### config.mk
export PLATFORM = sky130hd
export DESIGN_NAME = boot_image_section_loader
export DESIGN_NICKNAME = d
export VERILOG_FILES = /design/src/hdl/bils_pkg.sv /design/src/hdl/bils_in_stage.sv /design/src/hdl/bils_parser.sv /design/src/hdl/bils_out_stage.sv /design/src/hdl/boot_image_section_loader.sv
export SDC_FILE = /design/constraint.sdc
export NUM_CORES = 1
export LEC_CHECK = 0
export ABC_AREA = 1
export CORE_ASPECT_RATIO = 1.75
export CORE_MARGIN = 5
export CORE_UTILIZATION = 55
export CTS_CLUSTER_SIZE = 10
export DETAILED_ROUTE_END_ITERATION = 8
export DONT_BUFFER_PORTS = 1
export PLACE_DENSITY = 0.69
export SETUP_SLACK_MARGIN = 0.5
export SLEW_MARGIN = 20
export SYNTH_ARGS = -nofsm -noshare
export SYNTH_HDL_FRONTEND = slang
export SYNTH_SLANG_ARGS = --single-unit
### constraint.sdc
create_clock -name clk -period 6.23 [get_ports clk]
set_input_delay 1.246 -clock clk [delete_from_list [all_inputs] [get_ports clk]]
set_output_delay 1.246 -clock clk [all_outputs]
set_load 0.01 [all_outputs]
### src/hdl/bils_pkg.sv
`timescale 1ns / 1ps

package bils_pkg;

    localparam int WORD_W     = 32;
    localparam int BYTE_W     = 8;
    localparam int WORD_BYTES = WORD_W / BYTE_W;

    // Parser phases; codes without a member behave as finished.
    typedef enum logic [2:0] {
        PH_FINISHED = 3'd0,
        PH_LENGTH   = 3'd1,
        PH_ADDRESS  = 3'd2,
        PH_DATA     = 3'd3,
        PH_ENTRY    = 3'd4,
        PH_CHECK    = 3'd5
    } phase_t;

    typedef enum logic [1:0] {
        KIND_WRITE = 2'd0,
        KIND_GOOD  = 2'd1,
        KIND_BAD   = 2'd2
    } kind_t;

    // One registered input beat.
    typedef struct packed {
        logic [WORD_W-1:0] word;
        logic              start;
    } in_beat_t;

    // One result item.
    typedef struct packed {
        kind_t             kind;
        logic [WORD_W-1:0] target_address;
        logic [WORD_W-1:0] payload;
    } result_t;

endpackage

### src/hdl/bils_in_stage.sv
`timescale 1ns / 1ps

module bils_in_stage
(
    input  logic               clk,
    input  logic               rst_n,
    input  logic               s_valid,
    output logic               s_ready,
    input  bils_pkg::in_beat_t s_beat,
    input  logic               take,
    output logic               beat_valid,
    output bils_pkg::in_beat_t beat
);

    logic               vld_reg;
    logic               vld_next;
    bils_pkg::in_beat_t beat_reg;

    // The register can be refilled in the same cycle that the parser drains it.
    assign s_ready  = !vld_reg || take;
    assign vld_next = (s_valid && s_ready) ? 1'b1 : (take ? 1'b0 : vld_reg);

    always_ff @(posedge clk or negedge rst_n)
    begin
        if (!rst_n)
        begin
            vld_reg <= 1'b0;
        end
        else
        begin
            vld_reg <= vld_next;
        end
    end

    always_ff @(posedge clk)
    begin
        if (s_valid && s_ready)
        begin
            beat_reg <= s_beat;
        end
    end

    assign beat_valid = vld_reg;
    assign beat       = beat_reg;

endmodule

### src/hdl/bils_parser.sv
`timescale 1ns / 1ps

module bils_parser
(
    input  logic               clk,
    input  logic               rst_n,
    input  logic               take,
    input  bils_pkg::in_beat_t beat,
    output logic               res_valid,
    output bils_pkg::result_t  res
);

    bils_pkg::phase_t               phase_reg, phase_next;
    logic [bils_pkg::WORD_W-1:0]    sum_reg, sum_next;
    logic [bils_pkg::WORD_W-1:0]    remaining_reg, remaining_next;
    logic [bils_pkg::WORD_W-1:0]    waddr_reg, waddr_next;
    logic [bils_pkg::WORD_W-1:0]    entry_reg, entry_next;

    always_comb
    begin
        phase_next         = phase_reg;
        sum_next           = sum_reg;
        remaining_next     = remaining_reg;
        waddr_next         = waddr_reg;
        entry_next         = entry_reg;
        res_valid          = 1'b0;
        res.kind           = bils_pkg::KIND_WRITE;
        res.target_address = waddr_reg;
        res.payload        = beat.word;

        if (take)
        begin
            if (beat.start)
            begin
                // A header word restarts the parse from any phase.
                sum_next       = '0;
                remaining_next = '0;
                phase_next     = bils_pkg::PH_LENGTH;
            end
            else
            begin
                case (phase_reg)
                    bils_pkg::PH_LENGTH:
                    begin
                        remaining_next = beat.word;
                        phase_next     = (beat.word != '0) ? bils_pkg::PH_ADDRESS
                                                           : bils_pkg::PH_ENTRY;
                    end
                    bils_pkg::PH_ADDRESS:
                    begin
                        waddr_next = beat.word;
                        phase_next = bils_pkg::PH_DATA;
                    end
                    bils_pkg::PH_DATA:
                    begin
                        res_valid      = 1'b1;
                        sum_next       = sum_reg + beat.word;
                        waddr_next     = waddr_reg
                                       + bils_pkg::WORD_W'(bils_pkg::WORD_BYTES);
                        remaining_next = remaining_reg - bils_pkg::WORD_W'(1);
                        if (remaining_reg == bils_pkg::WORD_W'(1))
                        begin
                            phase_next = bils_pkg::PH_LENGTH;
                        end
                    end
                    bils_pkg::PH_ENTRY:
                    begin
                        entry_next = beat.word;
                        phase_next = bils_pkg::PH_CHECK;
                    end
                    bils_pkg::PH_CHECK:
                    begin
                        res_valid          = 1'b1;
                        res.kind           = (sum_reg == beat.word) ? bils_pkg::KIND_GOOD
                                                                    : bils_pkg::KIND_BAD;
                        res.target_address = entry_reg;
                        res.payload        = sum_reg;
                        phase_next         = bils_pkg::PH_FINISHED;
                    end
                    default:
                    begin
                        phase_next = bils_pkg::PH_FINISHED;
                    end
                endcase
            end
        end
    end

    always_ff @(posedge clk or negedge rst_n)
    begin
        if (!rst_n)
        begin
            phase_reg     <= bils_pkg::PH_FINISHED;
            sum_reg       <= '0;
            remaining_reg <= '0;
            waddr_reg     <= '0;
            entry_reg     <= '0;
        end
        else
        begin
            phase_reg     <= phase_next;
            sum_reg       <= sum_next;
            remaining_reg <= remaining_next;
            waddr_reg     <= waddr_next;
            entry_reg     <= entry_next;
        end
    end

endmodule

### src/hdl/bils_out_stage.sv
`timescale 1ns / 1ps

module bils_out_stage
(
    input  logic              clk,
    input  logic              rst_n,
    input  logic              res_valid,
    input  bils_pkg::result_t res,
    output logic              room,
    output logic              m_valid,
    input  logic              m_ready,
    output bils_pkg::result_t m_res
);

    logic              vld_reg;
    logic              vld_next;
    bils_pkg::result_t res_reg;

    // Room whenever the register is empty or its beat leaves this cycle.
    assign room     = !vld_reg || m_ready;
    assign vld_next = room ? res_valid : vld_reg;

    always_ff @(posedge clk or negedge rst_n)
    begin
        if (!rst_n)
        begin
            vld_reg <= 1'b0;
        end
        else
        begin
            vld_reg <= vld_next;
        end
    end

    always_ff @(posedge clk)
    begin
        if (room && res_valid)
        begin
            res_reg <= res;
        end
    end

    assign m_valid = vld_reg;
    assign m_res   = res_reg;

endmodule

### src/hdl/boot_image_section_loader.sv
`timescale 1ns / 1ps

// Boot image section loader. Words of a boot image arrive one beat at a time on the
// slave stream; a beat with the start flag in tuser is the header and restarts the
// parse and the checksum. Each section (length in words, load address, data words)
// produces one RAM-write beat per data word on the master stream, at the load address
// plus four bytes per word, and every data word goes into a wrapping 32-bit sum. A
// zero length opens the terminator: an entry address, then the expected checksum,
// which yields one completion beat (kind good or mismatch, entry address, computed
// sum). Other beats produce nothing, and words after the terminator are ignored until
// the next start flag. The block accepts one word every clock cycle while the master
// side is not stalling; each word is held in the input register, the parser step on
// it is combinational, and its result beat is captured in the result register, from
// which it is presented on the master side. Backpressure on the master side stalls
// the input only while the result register is full and not being taken.
module boot_image_section_loader
(
    input  logic        clk,
    input  logic        rst_n,
    input  logic        s_axis_tvalid,
    output logic        s_axis_tready,
    input  logic [31:0] s_axis_tdata,   // [31:0] image_word
    input  logic        s_axis_tuser,   // [0] start_of_image
    output logic        m_axis_tvalid,
    input  logic        m_axis_tready,
    output logic [63:0] m_axis_tdata,   // [31:0] target_address, [63:32] payload
    output logic [1:0]  m_axis_tuser    // [1:0] kind
);

    bils_pkg::in_beat_t s_beat;
    bils_pkg::in_beat_t beat;
    bils_pkg::result_t  res;
    bils_pkg::result_t  m_res;
    logic               beat_valid;
    logic               room;
    logic               take;
    logic               res_valid;

    assign s_beat.word  = s_axis_tdata;
    assign s_beat.start = s_axis_tuser;

    // The parser steps on a buffered word only when the result register can take it.
    assign take = beat_valid && room;

    bils_in_stage u_in
    (
        .clk        (clk),
        .rst_n      (rst_n),
        .s_valid    (s_axis_tvalid),
        .s_ready    (s_axis_tready),
        .s_beat     (s_beat),
        .take       (take),
        .beat_valid (beat_valid),
        .beat       (beat)
    );

    bils_parser u_parser
    (
        .clk       (clk),
        .rst_n     (rst_n),
        .take      (take),
        .beat      (beat),
        .res_valid (res_valid),
        .res       (res)
    );

    bils_out_stage u_out
    (
        .clk       (clk),
        .rst_n     (rst_n),
        .res_valid (res_valid),
        .res       (res),
        .room      (room),
        .m_valid   (m_axis_tvalid),
        .m_ready   (m_axis_tready),
        .m_res     (m_res)
    );

    assign m_axis_tdata = {m_res.payload, m_res.target_address};
    assign m_axis_tuser = m_res.kind;

endmodule

==> results list, run 1 <==
- The floorplan has 76 rows.
- Pwr/cell area: 293 nW/µm²
* DRC viols: 0
* Top-Level Pins: roughly 110
- The hold violation total from the final report is 0.
- Across every metal layer, demand over resource in global routing totals 30.0%.
- Summing every instance area after synthesis gives 13500 µm².
- Die extent in x: between 100 and 150 µm
* Accumulated negative setup slack: 0 ps
- Skew-Pair Late Insertion Delay: around 540 ps
- The initial utilization of the core area, before any placement, comes to between 50% and 60%.
- CTS tree: yes
- CP required: about 5000 ps
- During placement, the flow inserted port buffers numbering 0.
* Net switching power figure: about 1.4 mW
- After routing the design area is roughly 14000 µm².
- For this run, the number of Yosys warnings is 0.
* Total CTS buffers: 27
- Crit path buffers/inverters: 1
* Global-route wire length before repair: ~64000 µm
- Combinational fraction of design power: 20.8%
- Die Span Y: about 220 µm
- Maximum level of the CTS H-tree: 1
- Count of flip-flops with a built-in enable after synthesis: slightly below 100
- Entering global routing, the biggest net connects 134 pins.
- Total internal power: 2.86 mW
- Number of distinct library cells after synthesis: between 40 and 50
- In this run the tightest slew margin relative to its limit is a little under two fifths.
- Compared with the post-synthesis result, the final layout area differs by 6.98%.
- Largest register FFs: 66
- Wires add up to 41500 µm.
- Average footprint of a synthesized cell: roughly 7.4 µm²
* DIE AREA: 27900 µm²
* Remaining number of nets flagged by the antenna check after routing: 0
- Critical Path AT: 1550 ps
- The first detailed-routing pass ran for 5 iterations.
- Final HPWL DP: around 31000 µm
* Result of the run: complete, no violations
- The library cells used most frequently in the layout, excluding fill and tap cells, are sky130_fd_sc_hd__nand2_1, sky130_fd_sc_hd__inv_1, sky130_fd_sc_hd__nor2_1.
- For this design, the slowest cell found on the critical path is sky130_fd_sc_hd__nand3_1.
- RSZ-0062 raised after global routing: false
- The path class of the tightest hold or removal check is primary input to async pin.
- Violation count after the first detailed-routing iteration: around 860
- Sequential cells were found to cover 46.7% of the synthesized design area.
- Synthesis inferred between 200 and 250 register bits.
* Layout cells sized above 1: approximately 2.7%
* Total area of multi-input combinational cells: between 5000 and 6000 µm²
- Quantity of hold-fixing buffers added after cts: 0
* Via count of the first global-routing pass: about 12k
* Crit path max fanout: 3
* Nets: 1894
- Number of pins exceeding their max-slew limit in the final report: 0
* Antenna diode instance count: 0
- Routability-driven placement finished with a final weighted congestion of 0.976.
- Type of destination of the critical path: output port
- Worst Max-Slew Pin Slew: 931 ps
- After Yosys synthesis, XOR and XNOR cells account for 1.30% of the synthesized area.
* Clock edge transition at the registers on the reported setup and hold paths: 60 ps
- CTS Root Buffer Type: sky130_fd_sc_hd__clkbuf_16
- By startpoint and endpoint, the worst setup path is classified as primary input to output port.
- Adder-cell share of the synthesized area: under 10%
* Family with the most delay on the worst path: simple AND/OR/NAND/NOR gates
- Average wire per cell in the routed design: about 19 µm
* Max frequency: 0.358 GHz
* Total number of vias: ~12k
- The analysis attributes to cell leakage a power of slightly below 7 nW.
- Number of standard cells after synthesis: 1835
- Of the total synthesized cell area, the portion taken by AND, OR, NAND and NOR gates is between 20 and 30%.
- In this run, the clock network consumes approximately a third of the power.
* Total number of clock tree sinks: 232
- Placeable Area: ~24000 µm²
- Filler instances: around 2.3k
* Worst clock skew on the final layout: 15.5 ps
- Most common library cell in the layout ignoring fill and taps: sky130_fd_sc_hd__nand2_1
* Commonest register cell after synthesis: sky130_fd_sc_hd__dfrtp_1
* Switch share: 32.5%
- Number of cells on the critical path: 2
- By area, the combinational part of the netlist is dominated by simple AND/OR/NAND/NOR gates.
- Total gr overflow: 0
- Number of vias per cell after detailed routing: roughly 5.5
- After detailed placement, the total cell area comes to between 10000 and 15000 µm².
* R2r worst-path depth: 7
- The synthesized design devotes to its leading area cell type 24.6% of total area.
- Post-CTS Resized: 0
- The smallest clock period supported by the final layout is computed as between 2000 and 3000 ps.
- Delay of the slowest cell on the worst path: about 220 ps
- Number of antenna violations at the first check in global routing: 0
* Post-synthesis mux area share: 0%
* Critical-path cell list: inv_1 -> nand3_1
- VDD sags by at most between 0.2 and 0.3 mV.
- The worst path uses 44.9% of the clock period.
- Sequential power share: 46.0%
- CP Launch Type: primary input
* Number of endpoints failing setup at the final stage: 0
* Sequential Area: 6300 µm²
* Post-CTS setup buffers: 0
- Maximum Capacitance Violations: 0
- Summing the areas of all compound-gate instances in the mapped netlist gives about a tenth of the synthesized area.
- Post-synth ARST share: ~57%
* Synthesized netlist net count: roughly 1.9k
- By area the synthesized netlist is led by sky130_fd_sc_hd__dfrtp_1, sky130_fd_sc_hd__edfxtp_1, sky130_fd_sc_hd__nand2_1.
* Cell type with the highest aggregate area in the netlist: sky130_fd_sc_hd__dfrtp_1
* Max Root-Sink Buffers: 3
cell families after synthesis:
family,Yosys count
flops,232
buf+inv,306
fa+ha+maj,35
xor+xnor,20
simple gates,967
compound gates,275
power groups by stage:
| stage | registers (mW) | logic [mW] | clock network [mW] |
|---|---|---|---|
| 2_1_floorplan | 1.92 | 0.645 | 0 |
| 3_3_place_gp | 1.97 | 0.844 | 0 |
| 3_5_place_dp | 1.97 | 0.867 | 0 |
| 4_1_cts | 1.94 | 0.871 | 1.43 |
| 5_1_grt | 1.97 | 0.989 | 1.50 |
| 6_report | 1.95 | 0.880 | 1.41 |
final cells by class:
type / instances / share of cell area (%)
Sequential cell: 232 / 43.6
Multi-Input combinational cell: 1297 / 41.4
Inverter: 258 / 6.70
Clock buffer: 47 / 5.20
Tap cell: 312 / 2.70
Timing Repair Buffer: 6 / 0.338
Clock inverter: 1 / 0.0346
worst paths after layout:
| path | startpoint | end | slack [ps] |
|---|---|---|---|
| min in group clk | u_parser.phase_reg[1]$_DFFE_PN0P_ | u_parser.phase_reg[1]$_DFFE_PN0P_ | 480 |
| min reg2reg | u_parser.phase_reg[1]$_DFFE_PN0P_ | u_parser.phase_reg[1]$_DFFE_PN0P_ | 480 |
| max in group asynchronous | rst_n | u_parser.sum_reg[30]$_DFFE_PN0P_ | 5570 |
| min | rst_n | u_parser.entry_reg[4]$_DFFE_PN0P_ | 400 |
| max reg2reg | u_parser.phase_reg[0]$_DFFE_PN0P_ | u_parser.sum_reg[20]$_DFFE_PN0P_ | 3660 |
| max | m_axis_tready | s_axis_tready | 3430 |
metal layers:
layer,share of wire [%],track usage [%]
met1,36,32.6
met2,52,53.9
met3,5.3,3.93
met4,7.6,18.9
met5,0,0
worst register-to-register path, stage by stage (launching register included):
cell	delay (ps)
sky130_fd_sc_hd__dfrtp_1	510
sky130_fd_sc_hd__inv_1	170
sky130_fd_sc_hd__nor2_4	60
sky130_fd_sc_hd__inv_1	630
sky130_fd_sc_hd__a21oi_1	290
sky130_fd_sc_hd__inv_2	580
sky130_fd_sc_hd__nand2_1	130
sky130_fd_sc_hd__o21ai_0	110
synth_stat cells, types with 8 or more instances:
cell type / instances
sky130_fd_sc_hd__nor3_1: 22
sky130_fd_sc_hd__a21oi_1: 99
sky130_fd_sc_hd__buf_2: 25
sky130_fd_sc_hd__inv_1: 254
sky130_fd_sc_hd__edfxtp_1: 99
sky130_fd_sc_hd__a22oi_1: 11
sky130_fd_sc_hd__nand2_1: 604
sky130_fd_sc_hd__dfrtp_1: 133
sky130_fd_sc_hd__o21ai_0: 133
sky130_fd_sc_hd__xor2_1: 13
sky130_fd_sc_hd__clkbuf_1: 14
sky130_fd_sc_hd__o22ai_1: 8
sky130_fd_sc_hd__nand4_1: 19
sky130_fd_sc_hd__nand3_1: 85
sky130_fd_sc_hd__nor2_1: 211
sky130_fd_sc_hd__ha_1: 34
sky130_fd_sc_hd__o21ai_1: 10
metrics by stage:
step           setup slack [ps]  util [%]  total power, mW  cells  hold slack [ps]
3_5_place_dp               2910      56.0             2.84   2105              476
6_report                   3430      59.1             4.24   2153              401
4_1_cts                    3430      59.1             4.25   2153              386
5_1_grt                    3310      59.1             4.45   2153              388
3_3_place_gp               3020      56.0             2.81   2105              467
2_1_floorplan              2270         -             2.57   1835              449
(Power assumes the default switching activity.)
==> run 2: changes to the inputs <==
--- a/config.mk
+++ b/config.mk
@@ -12,7 +12,7 @@
 export CTS_CLUSTER_SIZE = 10
 export DETAILED_ROUTE_END_ITERATION = 8
 export DONT_BUFFER_PORTS = 1
-export PLACE_DENSITY = 0.69
+export PLACE_DENSITY = 0.72
 export SETUP_SLACK_MARGIN = 0.5
 export SLEW_MARGIN = 20
 export SYNTH_ARGS = -nofsm -noshare
==> constraint.sdc (replaced) <==
create_clock -name clk -period 2.4 [get_ports clk]
set_input_delay 0.48 -clock clk [delete_from_list [all_inputs] [get_ports clk]]
set_output_delay 0.48 -clock clk [all_outputs]
set_load 0.01 [all_outputs]
==> run 2 against run 1 <==
  * The run now ends with negative hold slack left
  * Power rose to 2.7 times the previous value
  * Cell count rose by 5.2%
  * First-iteration DRC count rose by 36%
  * Die area did not move
  * Core utilization rose by 9.4 points
  * Routed wire length rose by 11%
  * Non-clock buffer count rose by 109
  * Via count rose by 9.2%
  * Clock power rose to 2.7 times the previous value
  * Largest cell class is now multi-input gates
  * Largest power group unchanged
  * Highest routed layer unchanged
==> results list, run 2 (same netlist as run 1, synthesis figures left out) <==
- Kind of critical path: register to register
* Number of vias per cell after detailed routing: 5.75
* Routability cong.: 0.961
- Result of the run: complete, but fails checks
* RSZ-0062 raised after global routing: true
- Synth-to-layout area growth: 23.9%
* Final core area utilization: 68.5%
- Accumulated negative setup slack: 0 ps
- In this run the number of H-tree levels came out at 1.
- Largest register FFs: between 60 and 70
* Slack of the worst reg-to-reg path: roughly 440 ps
- Kind of path behind the tightest hold check: primary input to async pin
* Violation count after the first detailed-routing iteration: 1174
- After the flow finishes, the layout carries non-filler instances totaling 2264.
- The top cell types in the final layout, fill and taps aside, are sky130_fd_sc_hd__nand2_1, sky130_fd_sc_hd__inv_1, sky130_fd_sc_hd__nor2_1.
- Max frequency: between 0.5 and 0.6 GHz
* Nets: roughly 2k
* Max Root-Sink Buffers: 3
* Worst Max-Slew Pin Slew: ~750 ps
- Final WL: 46000 µm
- The first global-routing pass estimated 67000 µm of wire.
- Skew-Pair Late Insertion Delay: approximately 540 ps
* Final clock period utilization by the worst path: roughly 80%
* Die Span Y: 217 µm
- The clock net in this run drives a total of 232 sinks.
- DIE AREA: 27900 µm²
- The max-slew violation count is 0.
* Final HPWL DP: between 30000 and 40000 µm
- Total count of hold-check failures in the final report: 133
- The final reports fail on negative hold slack.
- Buffers inserted during clock tree synthesis total 27.
- Data arrives at the worst endpoint at around 2400 ps.
- Type of destination of the critical path: register
- CTS placed an instance of sky130_fd_sc_hd__clkbuf_16 at the clock tree root.
- CP Launch Type: register
- Max-slew headroom at the worst pin: around half
- Clock edge transition at the registers on the reported setup and hold paths: ~60 ps
* Setup WS pre-CTS: -31.1 ps
- Worst-case hold slack: -369 ps
* Average wire per cell in the routed design: 20.3 µm
- Number of endpoints failing setup at the final stage: 0
* Max VDD drop: between 0.6 and 0.7 mV
- Worst Slack Setup Final: between 400 and 500 ps
- After global routing the overflow that remains totals 0.
- Leak pwr: roughly 7.8 nW
- For this run, design rule violations remaining after detail routing come to 0.
- R2r worst-path depth: 8
* Via count of the first global-routing pass: 12.6k
- Once placement completed, the tool counted placed cells totaling roughly 2.1k.
- Largest net degree at the start of global routing: ~130
- The initialized floorplan defines between 70 and 80 standard-cell rows.
- CTS tree: yes
* Die extent in x: roughly 130 µm
- At the worst endpoint, the required time is 2830 ps.
- The first detailed-routing pass ran for 5 iterations.
- Crit path max fanout: 5
- The number of antenna violations at the first check in global routing came to 1.
- Once the floorplan was initialized, standard cells occupied around 55% of the core.
- The routed layout has 13.0k vias.
* Remaining number of nets flagged by the antenna check after routing: 0
- Global routing used between 30% and 40% of the available tracks across all layers.
* Most common library cell in the layout ignoring fill and taps: sky130_fd_sc_hd__nand2_1
- Power spread over the standard cell area amounts to approximately 690 nW/µm².
- Maximum Capacitance Violations: 0
- Top-Level Pins: 105
- During placement, the flow inserted port buffers numbering 0.
- Layout cells sized above 1: 18.0%
* Placeable Area: 24400 µm²
* Worst clock skew on the final layout: between 10 and 15 ps
- Tmin final: 1960 ps
[run 2: timing repair]
item	CTS	global route
cloned	4	6
endpoints found under the hold margin	133	133
resized for setup	103	205
endpoints found under the setup margin	159	177
buffers inserted	19	45
pin swaps	24	62
[run 2: power by group]
part           total, mW  switching [mW]  internal, mW  leakage (nW)
clock               3.75            1.62          2.13         0.368
combinational       2.77            1.79         0.985          4.82
sequential          5.09           0.461          4.63          2.65
total               11.6            3.87          7.74          7.84
[run 2: final timing paths]
path	from	end
max in group asynchronous	rst_n	u_parser.sum_reg[21]$_DFFE_PN0P_
worst max-delay path	u_out.m_valid$_DFFE_PN0P_	u_parser.waddr_reg[15]$_DFFE_PN0P_
worst max register to register	u_out.m_valid$_DFFE_PN0P_	u_parser.waddr_reg[15]$_DFFE_PN0P_
min in group clk	s_axis_tdata[14]	u_in.beat[15]$_DFFE_PP_
worst min register to register	u_parser.phase_reg[1]$_DFFE_PN0P_	u_parser.phase_reg[1]$_DFFE_PN0P_
worst min-delay path	rst_n	u_parser.entry_reg[4]$_DFFE_PN0P_
[run 2: metal layers]
layer	up-vias	routed length, µm	track usage [%]
met1	6138	15200	33.4
li1	6080	-	-
met2	614	24100	55.2
met3	192	2670	3.46
met5	-	0	0
met4	0	4030	23.4
[run 2: worst max-delay path, cell delays in order, from the launching register on]
cell,delay [ps]
sky130_fd_sc_hd__dfrtp_2,440
sky130_fd_sc_hd__nand2_4,120
sky130_fd_sc_hd__nand2_4,80
sky130_fd_sc_hd__nor2_4,160
sky130_fd_sc_hd__nand2_1,250
sky130_fd_sc_hd__nor2_1,370
sky130_fd_sc_hd__inv_1,220
sky130_fd_sc_hd__o211ai_1,140
sky130_fd_sc_hd__nand2_1,70
[run 2: layout make-up]
class,count,area [µm²]
clock inverter,1,6.26
sequential,232,6310
inverter,258,1010
fill,1921,7700
antenna,1,2.50
timing repair buffer,115,1220
tap,312,390
clock buffer,48,764
multi-input combinational,1297,7040
[run 2: per-stage QoR]
stage / hold WS [ps] / area [µm²] / power, mW
final: -369 / 16700 / 11.6
after global routing: -378 / 16700 / 12.1
after detailed placement: 192 / 14100 / 7.44
after floorplan: 184 / 13600 / 6.67
after global placement: 191 / 14100 / 7.39
after CTS: -378 / 15600 / 11.3
